[src/hw/rtl/hmt_pkg.sv]
// ----------------------------------------------------------------------------
// hmt_pkg
// Shared types and codes of the heartbeat membership table.
// ----------------------------------------------------------------------------
package hmt_pkg;

  localparam int HMT_TABLE_DEPTH = 32;
  localparam logic [15:0] HMT_TIMEOUT_RESET = 16'd5;

  // Input function codes
  localparam logic [1:0] FUNC_REPORT = 2'd0;
  localparam logic [1:0] FUNC_JOIN   = 2'd1;
  localparam logic [1:0] FUNC_TICK   = 2'd2;
  localparam logic [1:0] FUNC_NONE   = 2'd3;

  // Commands after classification
  localparam logic [1:0] CMD_SELF   = 2'd0;
  localparam logic [1:0] CMD_REPORT = 2'd1;
  localparam logic [1:0] CMD_JOIN   = 2'd2;
  localparam logic [1:0] CMD_TICK   = 2'd3;

  // Event kinds
  localparam logic [2:0] EV_SELF    = 3'd0;
  localparam logic [2:0] EV_ADDED   = 3'd1;
  localparam logic [2:0] EV_UPDATED = 3'd2;
  localparam logic [2:0] EV_STALE   = 3'd3;
  localparam logic [2:0] EV_FULL    = 3'd4;
  localparam logic [2:0] EV_DEAD    = 3'd5;
  localparam logic [2:0] EV_REMOVED = 3'd6;
  localparam logic [2:0] EV_SUMMARY = 3'd7;

  // Configuration register indexes
  localparam logic [1:0] CFG_SELF_ID   = 2'd0;
  localparam logic [1:0] CFG_SELF_PORT = 2'd1;
  localparam logic [1:0] CFG_TIMEOUT   = 2'd2;

  typedef struct packed {
    logic [1:0]  cmd;
    logic [31:0] id;
    logic [15:0] port;
    logic [31:0] hb;
  } cmd_entry_t;

  typedef struct packed {
    logic [31:0] id;
    logic [15:0] port;
    logic [31:0] hb;
    logic [31:0] seen;
  } entry_word_t;

  localparam int HMT_WORD_W = $bits(entry_word_t);

  typedef struct packed {
    logic        valid;
    logic [2:0]  kind;
    logic [31:0] id;
    logic [15:0] port;
    logic [31:0] hb;
    logic [5:0]  alive;
    logic        last;
  } result_t;

endpackage

[src/hw/rtl/hmt_ram.sv]
// ----------------------------------------------------------------------------
// hmt_ram
// Generic single-write, single-read RAM with registered read data.
// ----------------------------------------------------------------------------
module hmt_ram #(
  parameter int WIDTH = 8,
  parameter int DEPTH = 2
) (
  input  logic                     clk,
  input  logic                     we,
  input  logic [$clog2(DEPTH)-1:0] waddr,
  input  logic [WIDTH-1:0]         wdata,
  input  logic                     re,
  input  logic [$clog2(DEPTH)-1:0] raddr,
  output logic [WIDTH-1:0]         rdata
);

  logic [WIDTH-1:0] mem [DEPTH];
  logic [WIDTH-1:0] rdata_r;

  always_ff @(posedge clk) begin
    if (we) begin
      mem[waddr] <= wdata;
    end
    if (re) begin
      rdata_r <= mem[raddr];
    end
  end

  assign rdata = rdata_r;

endmodule

[src/hw/rtl/hmt_front.sv]
// ----------------------------------------------------------------------------
// hmt_front
// Accepts input items, classifies them and holds them in a two-entry queue.
// ----------------------------------------------------------------------------
module hmt_front (
  input  logic               clk,
  input  logic               rst_n,
  input  logic               start,
  output logic               busy,
  input  logic [1:0]         in_func,
  input  logic [31:0]        in_peer_id,
  input  logic [15:0]        in_peer_port,
  input  logic [31:0]        in_peer_heartbeat,
  input  logic [31:0]        self_id,
  input  logic [15:0]        self_port,
  input  logic               pop,
  output logic               q_vld,
  output hmt_pkg::cmd_entry_t q_head
);
  import hmt_pkg::*;

  cmd_entry_t slot_r [2];
  logic       wptr_r, wptr_nxt;
  logic       rptr_r, rptr_nxt;
  logic [1:0] cnt_r, cnt_nxt;
  logic       push;
  cmd_entry_t entry;

  assign busy  = (cnt_r == 2'd2);
  assign q_vld = (cnt_r != 2'd0);
  assign q_head = slot_r[rptr_r];
  assign push  = start && !busy && (in_func != FUNC_NONE);

  always_comb begin
    entry.id   = in_peer_id;
    entry.port = in_peer_port;
    entry.hb   = in_peer_heartbeat;
    case (in_func)
      FUNC_REPORT: entry.cmd = CMD_REPORT;
      FUNC_JOIN:   entry.cmd = CMD_JOIN;
      default:     entry.cmd = CMD_TICK;
    endcase
    if (in_func != FUNC_TICK && in_peer_id == self_id && in_peer_port == self_port) begin
      entry.cmd = CMD_SELF;
    end
  end

  always_comb begin
    wptr_nxt = push ? ~wptr_r : wptr_r;
    rptr_nxt = (pop && q_vld) ? ~rptr_r : rptr_r;
    cnt_nxt  = cnt_r + {1'b0, push} - {1'b0, pop && q_vld};
  end

  always_ff @(posedge clk) begin
    if (!rst_n) begin
      wptr_r <= 1'b0;
      rptr_r <= 1'b0;
      cnt_r  <= 2'd0;
    end else begin
      wptr_r <= wptr_nxt;
      rptr_r <= rptr_nxt;
      cnt_r  <= cnt_nxt;
    end
  end

  always_ff @(posedge clk) begin
    if (push) begin
      slot_r[wptr_r] <= entry;
    end
  end

endmodule

[src/hw/rtl/hmt_back.sv]
// ----------------------------------------------------------------------------
// hmt_back
// Carries out queued commands: self-address reply, keyed lookup, insert/update and tick sweep.
// ----------------------------------------------------------------------------
module hmt_back #(
  parameter int DEPTH = hmt_pkg::HMT_TABLE_DEPTH
) (
  input  logic                clk,
  input  logic                rst_n,
  input  logic                q_vld,
  input  hmt_pkg::cmd_entry_t q_head,
  output logic                pop,
  input  logic [15:0]         timeout_ticks,
  output hmt_pkg::result_t    res
);
  import hmt_pkg::*;

  localparam int AW = $clog2(DEPTH);
  localparam int CW = $clog2(DEPTH + 1);
  localparam logic [AW-1:0] LAST_IDX = AW'(DEPTH - 1);

  localparam logic [2:0] ST_IDLE  = 3'd0;
  localparam logic [2:0] ST_LOOK  = 3'd1;
  localparam logic [2:0] ST_APPLY = 3'd2;
  localparam logic [2:0] ST_COUNT = 3'd3;
  localparam logic [2:0] ST_SWEEP = 3'd4;
  localparam logic [2:0] ST_SUM   = 3'd5;

  logic [2:0]       state_r, state_nxt;
  cmd_entry_t       cmd_r, cmd_nxt;
  logic [CW-1:0]    idx_r, idx_nxt;
  logic             p_vld_r, p_vld_nxt;
  logic [AW-1:0]    p_idx_r, p_idx_nxt;
  logic             hit_r, hit_nxt;
  logic [AW-1:0]    hit_idx_r, hit_idx_nxt;
  entry_word_t      hit_word_r, hit_word_nxt;
  logic [DEPTH-1:0] valid_r, valid_nxt;
  logic [DEPTH-1:0] dead_r, dead_nxt;
  logic [5:0]       alive_r, alive_nxt;
  logic [5:0]       ndead_r, ndead_nxt;
  logic [31:0]      own_hb_r, own_hb_nxt;
  logic [31:0]      time_r, time_nxt;
  result_t          res_r, res_nxt;

  logic                  issue;
  logic                  we;
  logic [AW-1:0]         waddr;
  entry_word_t           wword;
  logic [HMT_WORD_W-1:0] rdata;
  entry_word_t           rd_word;
  logic                  pv;
  logic                  last_p;
  logic [31:0]           age;
  logic [31:0]           t1;
  logic [31:0]           t2;
  logic                  free_any;
  logic [AW-1:0]         free_idx;
  logic [5:0]            alive_fin;

  hmt_ram #(
    .WIDTH (HMT_WORD_W),
    .DEPTH (DEPTH)
  ) u_ram (
    .clk   (clk),
    .we    (we),
    .waddr (waddr),
    .wdata (wword),
    .re    (issue),
    .raddr (idx_r[AW-1:0]),
    .rdata (rdata)
  );

  assign rd_word   = entry_word_t'(rdata);
  assign pv        = valid_r[p_idx_r];
  assign last_p    = (p_idx_r == LAST_IDX);
  assign age       = time_r - rd_word.seen;
  assign t1        = {16'd0, timeout_ticks};
  assign t2        = {15'd0, timeout_ticks, 1'b0};
  assign alive_fin = alive_r - ndead_r;
  assign issue     = (state_r == ST_LOOK || state_r == ST_COUNT || state_r == ST_SWEEP)
                     && (idx_r < CW'(DEPTH));
  assign res       = res_r;

  // Lowest free slot.
  always_comb begin
    free_any = 1'b0;
    free_idx = '0;
    for (int i = DEPTH - 1; i >= 0; i--) begin
      if (!valid_r[i]) begin
        free_any = 1'b1;
        free_idx = AW'(i);
      end
    end
  end

  always_comb begin
    state_nxt    = state_r;
    cmd_nxt      = cmd_r;
    idx_nxt      = idx_r;
    p_vld_nxt    = 1'b0;
    p_idx_nxt    = p_idx_r;
    hit_nxt      = hit_r;
    hit_idx_nxt  = hit_idx_r;
    hit_word_nxt = hit_word_r;
    valid_nxt    = valid_r;
    dead_nxt     = dead_r;
    alive_nxt    = alive_r;
    ndead_nxt    = ndead_r;
    own_hb_nxt   = own_hb_r;
    time_nxt     = time_r;
    pop          = 1'b0;
    we           = 1'b0;
    waddr        = hit_idx_r;
    wword.id     = cmd_r.id;
    wword.port   = cmd_r.port;
    wword.hb     = cmd_r.hb;
    wword.seen   = time_r;
    res_nxt       = '0;
    res_nxt.id    = cmd_r.id;
    res_nxt.port  = cmd_r.port;
    res_nxt.hb    = cmd_r.hb;
    res_nxt.alive = alive_r;

    // The table scan issues one read per cycle; each result comes back in the next cycle, registered by the RAM.
    if (issue) begin
      idx_nxt   = idx_r + CW'(1);
      p_vld_nxt = 1'b1;
      p_idx_nxt = idx_r[AW-1:0];
    end

    case (state_r)
      ST_IDLE: begin
        if (q_vld) begin
          pop     = 1'b1;
          cmd_nxt = q_head;
          idx_nxt = '0;
          hit_nxt = 1'b0;
          case (q_head.cmd)
            CMD_SELF: begin
              res_nxt.valid = 1'b1;
              res_nxt.kind  = EV_SELF;
              res_nxt.id    = q_head.id;
              res_nxt.port  = q_head.port;
              res_nxt.hb    = q_head.hb;
              res_nxt.last  = 1'b1;
            end
            CMD_TICK: begin
              if (own_hb_r != 32'hFFFF_FFFF) begin
                own_hb_nxt = own_hb_r + 32'd1;
              end
              ndead_nxt = '0;
              state_nxt = ST_COUNT;
            end
            default: state_nxt = ST_LOOK;
          endcase
        end
      end
      ST_LOOK: begin
        if (p_vld_r) begin
          if (pv && rd_word.id == cmd_r.id && rd_word.port == cmd_r.port) begin
            hit_nxt      = 1'b1;
            hit_idx_nxt  = p_idx_r;
            hit_word_nxt = rd_word;
            state_nxt    = ST_APPLY;
          end else if (last_p) begin
            state_nxt = ST_APPLY;
          end
        end
      end
      ST_APPLY: begin
        state_nxt     = ST_IDLE;
        res_nxt.valid = 1'b1;
        res_nxt.last  = 1'b1;
        if (hit_r) begin
          if (cmd_r.cmd == CMD_REPORT && cmd_r.hb > hit_word_r.hb) begin
            we           = 1'b1;
            res_nxt.kind = EV_UPDATED;
          end else begin
            res_nxt.kind = EV_STALE;
            res_nxt.hb   = hit_word_r.hb;
          end
        end else if (free_any) begin
          we                  = 1'b1;
          waddr               = free_idx;
          valid_nxt[free_idx] = 1'b1;
          dead_nxt[free_idx]  = 1'b0;
          alive_nxt           = alive_r + 6'd1;
          res_nxt.kind        = EV_ADDED;
          res_nxt.alive       = alive_r + 6'd1;
        end else begin
          res_nxt.kind = EV_FULL;
        end
      end
      ST_COUNT: begin
        // First pass only counts the entries that will time out, so that every
        // result of the tick can carry the final alive count.
        if (p_vld_r) begin
          if (pv && !dead_r[p_idx_r] && age > t1) begin
            ndead_nxt = ndead_r + 6'd1;
          end
          if (last_p) begin
            state_nxt = ST_SWEEP;
            idx_nxt   = '0;
            p_vld_nxt = 1'b0;
          end
        end
      end
      ST_SWEEP: begin
        res_nxt.id    = rd_word.id;
        res_nxt.port  = rd_word.port;
        res_nxt.hb    = rd_word.hb;
        res_nxt.alive = alive_fin;
        if (p_vld_r) begin
          if (pv) begin
            if (!dead_r[p_idx_r]) begin
              if (age > t1) begin
                dead_nxt[p_idx_r] = 1'b1;
                res_nxt.valid     = 1'b1;
                res_nxt.kind      = EV_DEAD;
              end
            end else if (age > t2) begin
              valid_nxt[p_idx_r] = 1'b0;
              res_nxt.valid      = 1'b1;
              res_nxt.kind       = EV_REMOVED;
            end
          end
          if (last_p) begin
            state_nxt = ST_SUM;
          end
        end
      end
      ST_SUM: begin
        res_nxt.valid = 1'b1;
        res_nxt.kind  = EV_SUMMARY;
        res_nxt.id    = '0;
        res_nxt.port  = '0;
        res_nxt.hb    = own_hb_r;
        res_nxt.alive = alive_fin;
        res_nxt.last  = 1'b1;
        alive_nxt     = alive_fin;
        if (time_r != 32'hFFFF_FFFF) begin
          time_nxt = time_r + 32'd1;
        end
        state_nxt = ST_IDLE;
      end
      default: state_nxt = ST_IDLE;
    endcase
  end

  always_ff @(posedge clk) begin
    if (!rst_n) begin
      state_r  <= ST_IDLE;
      p_vld_r  <= 1'b0;
      valid_r  <= '0;
      dead_r   <= '0;
      alive_r  <= '0;
      ndead_r  <= '0;
      own_hb_r <= '0;
      time_r   <= '0;
      res_r    <= '0;
    end else begin
      state_r  <= state_nxt;
      p_vld_r  <= p_vld_nxt;
      valid_r  <= valid_nxt;
      dead_r   <= dead_nxt;
      alive_r  <= alive_nxt;
      ndead_r  <= ndead_nxt;
      own_hb_r <= own_hb_nxt;
      time_r   <= time_nxt;
      res_r    <= res_nxt;
    end
  end

  always_ff @(posedge clk) begin
    cmd_r      <= cmd_nxt;
    idx_r      <= idx_nxt;
    p_idx_r    <= p_idx_nxt;
    hit_r      <= hit_nxt;
    hit_idx_r  <= hit_idx_nxt;
    hit_word_r <= hit_word_nxt;
  end

`ifndef SYNTHESIS
  a_alive_match: assert property (@(posedge clk) disable iff (!rst_n)
    (state_r == ST_IDLE) |-> (alive_r == 6'($countones(valid_r & ~dead_r))))
    else $error("alive count out of step with the table");
  a_sweep_not_last: assert property (@(posedge clk) disable iff (!rst_n)
    (res_r.valid && (res_r.kind == EV_DEAD || res_r.kind == EV_REMOVED)) |-> !res_r.last)
    else $error("sweep event flagged as last");
  a_single_last: assert property (@(posedge clk) disable iff (!rst_n)
    (res_r.valid && res_r.kind != EV_DEAD && res_r.kind != EV_REMOVED) |-> res_r.last)
    else $error("closing event without last flag");
  a_ndead_bound: assert property (@(posedge clk) disable iff (!rst_n)
    (state_r == ST_SWEEP || state_r == ST_SUM) |-> (ndead_r <= alive_r))
    else $error("more timeouts than alive entries");
`endif

endmodule

[src/hw/rtl/heartbeat_membership_table_core.sv]
// ----------------------------------------------------------------------------
// heartbeat_membership_table_core
// Peer membership table with heartbeat updates and timeout sweeps.
//
//   Channel | Handshake              | Ports
//   --------+------------------------+-------------------------------------
//   input   | start && !busy         | in_func, in_peer_*
//   result  | out_valid, one cycle   | out_event_kind .. out_last
//   config  | cfg_valid && cfg_ready | cfg_index, cfg_data
//
// Each accepted item is carried out in turn: a self-address item is answered from
// the queue head without a table scan; a report or join scans the table through
// the RAM, one entry per cycle, stopping at a hit, and then applies; a tick makes
// two RAM passes (count, then sweep) and closes with the summary. Two queued
// items may wait while one is being carried out; busy rises when the queue is
// full. Reset is synchronous and empties the table at once. Results cannot be
// stalled by the receiver.
// ----------------------------------------------------------------------------
module heartbeat_membership_table_core #(
  parameter int TABLE_DEPTH = hmt_pkg::HMT_TABLE_DEPTH
) (
  input  logic        clk,
  input  logic        rst_n,
  input  logic        start,
  output logic        busy,
  input  logic [1:0]  in_func,
  input  logic [31:0] in_peer_id,
  input  logic [15:0] in_peer_port,
  input  logic [31:0] in_peer_heartbeat,
  output logic        out_valid,
  output logic [2:0]  out_event_kind,
  output logic [31:0] out_id,
  output logic [15:0] out_port,
  output logic [31:0] out_heartbeat,
  output logic [5:0]  out_alive_count,
  output logic        out_last,
  input  logic        cfg_valid,
  output logic        cfg_ready,
  input  logic [1:0]  cfg_index,
  input  logic [31:0] cfg_data
);
  import hmt_pkg::*;

  logic [31:0] self_id_r;
  logic [15:0] self_port_r;
  logic [15:0] timeout_r;
  logic        q_vld;
  logic        pop;
  cmd_entry_t  q_head;
  result_t     res;

  assign cfg_ready = 1'b1;

  always_ff @(posedge clk) begin
    if (!rst_n) begin
      self_id_r   <= '0;
      self_port_r <= '0;
      timeout_r   <= HMT_TIMEOUT_RESET;
    end else if (cfg_valid) begin
      case (cfg_index)
        CFG_SELF_ID:   self_id_r   <= cfg_data;
        CFG_SELF_PORT: self_port_r <= cfg_data[15:0];
        CFG_TIMEOUT:   timeout_r   <= cfg_data[15:0];
        default: ;
      endcase
    end
  end

  hmt_front u_front (
    .clk               (clk),
    .rst_n             (rst_n),
    .start             (start),
    .busy              (busy),
    .in_func           (in_func),
    .in_peer_id        (in_peer_id),
    .in_peer_port      (in_peer_port),
    .in_peer_heartbeat (in_peer_heartbeat),
    .self_id           (self_id_r),
    .self_port         (self_port_r),
    .pop               (pop),
    .q_vld             (q_vld),
    .q_head            (q_head)
  );

  hmt_back #(
    .DEPTH (TABLE_DEPTH)
  ) u_back (
    .clk           (clk),
    .rst_n         (rst_n),
    .q_vld         (q_vld),
    .q_head        (q_head),
    .pop           (pop),
    .timeout_ticks (timeout_r),
    .res           (res)
  );

  assign out_valid       = res.valid;
  assign out_event_kind  = res.kind;
  assign out_id          = res.id;
  assign out_port        = res.port;
  assign out_heartbeat   = res.hb;
  assign out_alive_count = res.alive;
  assign out_last        = res.last;

endmodule

[config.mk]
export PLATFORM = sky130hd
export DESIGN_NAME = heartbeat_membership_table_core
export DESIGN_NICKNAME = d
export VERILOG_FILES = /design/src/hw/rtl/hmt_pkg.sv /design/src/hw/rtl/hmt_ram.sv /design/src/hw/rtl/hmt_front.sv /design/src/hw/rtl/hmt_back.sv /design/src/hw/rtl/heartbeat_membership_table_core.sv
export SDC_FILE = /design/constraint.sdc
export NUM_CORES = 2
export LEC_CHECK = 0
export BUFFER_PORTS_ARGS = -buffer_cell sky130_fd_sc_hd__buf_2
export CAP_MARGIN = 20
export CORE_UTILIZATION = 35
export DETAILED_ROUTE_END_ITERATION = 16
export PLACE_DENSITY = 0.51
export RECOVER_POWER = 50
export SLEW_MARGIN = 20
export SYNTH_ARGS = -nofsm -noshare
export SYNTH_HDL_FRONTEND = slang
export SYNTH_SLANG_ARGS = --single-unit
[constraint.sdc]
create_clock -name clk -period 35.7 [get_ports clk]
set_input_delay 7.14 -clock clk [delete_from_list [all_inputs] [get_ports clk]]
set_output_delay 7.14 -clock clk [all_outputs]
set_load 0.05 [all_outputs]
# --- Yosys cells after proc, flatten, opt, wreduce, memory -nomap -nowiden ---
# Memories as Yosys holds them, arrays and structs flattened. A register that Yosys moved wholly into a read port is not among the register bits.
# Cells that the tools add are included.
# Widths: inputs -> output; s select.
word_totals:
  register_bits: 434
  latchBits: 0
  ramBits: 3748
  mem_bits_ro: 0
  inputBits: 120
  mem_count: 2
op_classes:
  addsub: 9
  n_mul: 0
  div_mod_pow: 0
  n_lt_le_gt_ge: 8
  eq_ne: 38
  n_shift: 0
  n_mux: 153
  n_bitwise: 8
  n_reduce_logical: 40
mem_list:
  columns: ["name", "words", "width", "read_ports", "rd_ports_with_merged_regs", "write_ports", "line_no", "rtl"]
  rows:
  - ["u_back.u_ram.mem", 32, 112, 1, 1, 1, "hmt_ram.sv:18", "logic [WIDTH-1:0] mem [DEPTH];"]
  - ["u_front.slot_r", 2, 82, 1, 1, 1, "hmt_front.sv:22", "cmd_entry_t slot_r [2];"]
ops:
  columns: ["op", "n"]
  rows:
  - ["$mux 32", 14]
  - ["$mux 5", 35]
  - ["$mux 84", 2]
  - ["$pmux 48 s3", 1]
  - ["$pmux 32 s2", 2]
  - ["$pmux 32 s4", 1]
  - ["$add 32x1->32 const B", 2]
  - ["$and 32x32->32", 2]
  - ["$eq 32x32->1", 2]
  - ["$ne 32x32->1 const B", 2]
  - ["$not 32->32", 2]
  - ["$or 32x32->32", 2]
  - ["$mux 6", 10]
  - ["$mux 1", 58]
  - ["$pmux 6 s2", 4]
  - ["$eq 16x16->1", 2]
  - ["$gt 32x16->1", 1]
  - ["$gt 32x17->1", 1]
  - ["$gt 32x32->1", 1]
  - ["$sub 32x32->32", 1]
  - ["$mux 3", 10]
  - ["$ne 2x2->1 const B", 12]
  - ["$mux 4", 5]
  - ["$add 6x1->6 const B", 3]
  - ["other kinds (36)", 81]

# --- Depth between registers and ports, before layout ---
depth:
  ltp_word: 41
  depth_mapped: 23
  mapped_depth_nobuf: 22

# --- Modules after synthesis ---
# Synthesis repeated with hierarchy kept, for this count alone.
hier_totals:
  hier_cells: 9331
  hier_area_um2: 168989.6
modules_own_cells:
  columns: ["mod", "n_inst", "cells_each", "area_each_um2", "seq_area_each_um2"]
  rows:
  - ["hmt_ram", 1, 6524, 139347.4, 110986.4]
  - ["hmt_back", 1, 2208, 20455.9, 8578.2]
  - ["hmt_front", 1, 349, 6685.2, 5024.8]
  - ["heartbeat_membership_table_core", 1, 250, 2501.1, 1281.2]

# --- Least setup slack after synthesis ---
# Ideal clock, no wire load.
synth_timing:
  kind: "input to register"
  from: "in in_func[1]"
  to: "mem u_front.slot_r[0][0] (netlist name) (enable)"
  setup_ns: 0.533
  arrival_ns: 11.149
  required_time_ns: 35.167
  path_slack_ns: 24.018
  cell_stages: 4
  n_path_buf: 0
  path_cell_list: "inv_1 o21ai_0 nor2_1 nor2b_1"
synth_via:
  elab_chain_cells: 4
synth_rtl:
  columns: ["element", "line_no", "rtl"]
  rows:
  - ["from (decl)", "heartbeat_membership_table_core.sv:26", "input logic [1:0] in_func,"]
  - ["$ne 2x2->1", "hmt_front.sv:32", "assign push = start && !busy && (in_func != FUNC_NONE);"]
  - ["$logic_and 1x1->1", "hmt_front.sv:32", null]
  - ["net u_front.push", "hmt_front.sv:26", "logic push;"]
  - ["$mux 1", "hmt_front.sv:67", "if (push) begin"]
  - ["$mux 1 (implied by the code)", "hmt_front.sv:68", "slot_r[wptr_r] <= entry;"]
  - ["to (decl)", "hmt_front.sv:22", null]
# The timed path passes the listed nets, and every way through them passes these cells.

# --- Worst setup path in the final report ---
layout_timing:
  from: "reg u_back.idx_r[0]"
  to: "reg u_back.u_ram.rdata_r[5], in the netlist u_back.u_ram.rdata[5] (read register of u_back.u_ram.mem) (data pin)"
layout_via:
  elab_chain_cells: 2
layout_rtl:
  columns: ["element", "line_no", "rtl"]
  rows:
  - ["from (decl)", "hmt_back.sv:31", "logic [CW-1:0] idx_r, idx_nxt;"]
  - ["from (signal assigned)", "hmt_back.sv:276", "idx_r <= idx_nxt;"]
  - ["$lt 6x6->1", "hmt_back.sv:81", "&& (idx_r < CW'(DEPTH));"]
  - ["$logic_and 1x1->1", "hmt_back.sv:81", null]
  - ["to (decl)", "hmt_ram.sv:19", "logic [WIDTH-1:0] rdata_r;"]
# Several ways; a longest one is shown, not always the timed one.
# A chain may end at the register's enable or synchronous reset.

==> results.txt <==
H-tree depth: 5
Post-Layout Cell Count: 15.9k
Die Area: 484,000 um2
Final #Nets: 9,348
DRC marker count from the first detailed-route iteration: 12.2k
total track usage: 0.215
RD Place Congestion: 0.883
Synth Register Bits: 4,295
Worst Setup End Kind: flip-flop
Worst-Skew Late Latency: 1080 ps
crit path cell chain: clkbuf_1 -> clkbuf_1 -> clkbuf_1 -> buf_4 -> buf_4 -> mux4_2 -> mux4_2 -> nand2_1 -> nand2_1
drt drc: 0
Post-Syn Area: 168,000 um2
Largest delay share family, worst path: buffers and inverters
Synth area leader: edfxtp_1
hold bufs inserted after CTS: 0
routed vias/inst: 5.71
failing checks: capacitance limit, slew limit
post-CTS sizing: 0
most frequent CP cell: clkbuf_1
share of the synthesized area in the top cell type: 0.711
clock buffer depth: 4
# port buffers: 211
fin crit period: 16,460 ps
final worst path period share: 0.461
# setup viols final: 0
TritonCTS clock tree: done
worst hold path class: reg -> reg
final WL: 532,000 um
cell count after placement: 15.0k
Area contributors post-synth: edfxtp_1 (71%), mux4_2 (13%), dfxtp_1 (3.7%), mux2i_1 (1.8%), nand2_1 (1.2%)
clk_skew: 138 ps
Syn Area/Cell: 19.5 um2
number of flops mapped to enable cells by yosys: 3,985
Leakage: 59.8 nW
number of cell rows: 254
critical path's slowest cell: clkbuf_1
sequential share of the synthesized area: 0.747
TritonRoute pass-1 iters: 6
core area: 479,000 um2
initial antenna violation count: 63
fraction of registers with async set/reset: 0
cell count after synthesis: 8,620
largest net degree at the start of global routing: 112
Area Growth Syn to Fin: 14.3%
root buffer cell: clkbuf_16
CP Class: reg -> reg
Synth top cells by count: edfxtp_1 (3,985), mux4_2 (940), nand2_1 (544)
maximum VDD drop: 50.6 uV
Critical Path Max Stage Delay: 5650 ps
Inserted Clock Buffers: 441
count of cell types in the netlist: 91
Synthesized Nets: 8,849
Overflow after GRT: 0
initial core utilization: 0.352
max_cap viols: 85
crit start category: flip-flop
post-CTS setup buffers: 0
Clock Sinks: 4,295
CP arrival: 17,150 ps
fin. max-slew vios: 3,054
outcome: complete, but fails checks
Buf/Inv on CP: 5
antenna violation net count after detailed routing: 0
I/O Pins: 213
Critical Path Fanout Max: 91
Clk pin slew, worst setup/hold paths: 60 ps
vias post-DR: 91.0k
share of layout cells above drive strength 1: 0.218
Required @ worst endpoint: 36,390 ps
Final Hold Fails: 0
Die Ht: 696 um
DR WL/cell: 33.4 um
die width: 696 um
setup tns final: 0 ps
PD cells: 71.2 nW/um2
global-route wire length before repair: 731,000 um
Worst-Margin Slew: 9760 ps
DPL Wire Length: 291,000 um
Fmax achieved: 60.8 MHz
normalized max-slew margin: -5.51
Most used DFF post-synth: edfxtp_1
vias in the first global route: 89.9k
RSZ-0062 raised after global routing: false
synthesis warning total: 0
most frequent cell after synthesis: edfxtp_1
[state kept, by name, summed over array words and instances, names as in the netlist, 2 cells and up, named ones only]
register,flops
u_back.u_ram.rdata,112
u_back.idx_r,6
u_back.state_r,3
u_back.cmd_r,82
u_back.alive_r,6
u_back.ndead_r,6
u_back.own_hb_r,32
u_back.hit_word_r,32
u_front.slot_r,164
self_id_r,32
u_back.u_ram.mem,3584
u_back.dead_r,32
u_back.p_idx_r,5
u_back.res,91
timeout_r,16
u_back.hit_idx_r,5
self_port_r,16
u_front.cnt_r,2
u_back.time_r,32
u_back.valid_r,32
[layer usage]
metal,wire (um),part of all wire,global-route usage
met5,138,0.00026,0
met4,13300,0.025,0.0507
met3,46300,0.087,0.0439
met2,241000,0.45,0.332
met1,231000,0.43,0.312
[worst register-to-register path, delay by kind of cell, from the launching register on]
family                 cells  cell delay, ps
buffers and inverters      5           12680
flip-flops                 1            2050
multiplexers               2            1130
AND/OR/NAND/NOR            2             300
[path summary, 6_finish.rpt]
check,startpoint,endpoint,slack [ps],depth (start not counted)
setup / recovery,u_back.idx_r[0]$_DFF_P_,u_back.u_ram.rdata[5]$_DFFE_PP_,19240,9
hold / removal,u_back.u_ram.rdata[62]$_DFFE_PP_,u_back.hit_word_r[62]$_DFFE_PP_,460,0
setup reg to reg,u_back.idx_r[0]$_DFF_P_,u_back.u_ram.rdata[5]$_DFFE_PP_,19240,9
hold reg to reg,u_back.u_ram.rdata[62]$_DFFE_PP_,u_back.hit_word_r[62]$_DFFE_PP_,460,0
[cell type report]
class | count | area (um2)
Antenna cell | 46 | 115
Multi-Input combinational cell | 3752 | 40700
Clock inverter | 272 | 2660
Tap cell | 6400 | 8010
Clock buffer | 551 | 11600
Sequential cell | 4295 | 126000
Inverter | 116 | 450
Fill cell | 42700 | 286000
Timing Repair Buffer | 513 | 3090
[cells in the final DEF (no fill, tap or decap), drive strengths merged, types with 16 or more instances in the layout]
cell and count:
nor3 48, o31ai 16, dfxtp 310, a21o 37, ha 107, nand3 71
mux4 940, buf 385, o22ai 38, nand2 544, clkbuf 678, o211ai 16
o221ai 201, or3 23, and2 27, xnor2 102, edfxtp 3985, nand2b 25
a31oi 18, xor2 78, nand4 66, bufinv 38, mux2i 295, nor2 241
o21ai 206, o41ai 27, a211oi 25, a222oi 49, mux2 113, diode 46
nor4 27, clkinv 209, o2111ai 33, inv 128, a21oi 212
[where the power goes]
part / total [W] / leakage [nW] / switching (W) / internal (W)
clock network: 0.00460 / 6.96 / 0.00201 / 0.00259
logic: 0.00275 / 14.2 / 0.00165 / 0.00110
registers: 0.00636 / 38.7 / 0.000265 / 0.00609
[cells by family after synthesis]
group / synth area share
AOI/OAI and AO/OA: 0.0398
xor gates and xnor gates: 0.00936
and+or+nand+nor: 0.0312
buffers and inverters: 0.0131
DFF: 0.747
muxes: 0.151
other: 0.0000223
adders and majority gates: 0.00819
[stage by stage]
step | total power (W) | cell area [um2] | utilization | hold slack, ps | setup slack, ps
2_1_floorplan | 0.00813 | 168000 | - | 406 | 24020
3_3_place_gp | 0.00910 | 178000 | 0.372 | 439 | 25710
3_5_place_dp | 0.00916 | 178000 | 0.373 | 439 | 25720
4_1_cts | 0.0137 | 193000 | 0.402 | 454 | 26370
5_1_grt | 0.0142 | 192000 | 0.402 | 465 | 17080
6_report | 0.0137 | 193000 | 0.402 | 456 | 19240
(Power assumes the default switching activity.)
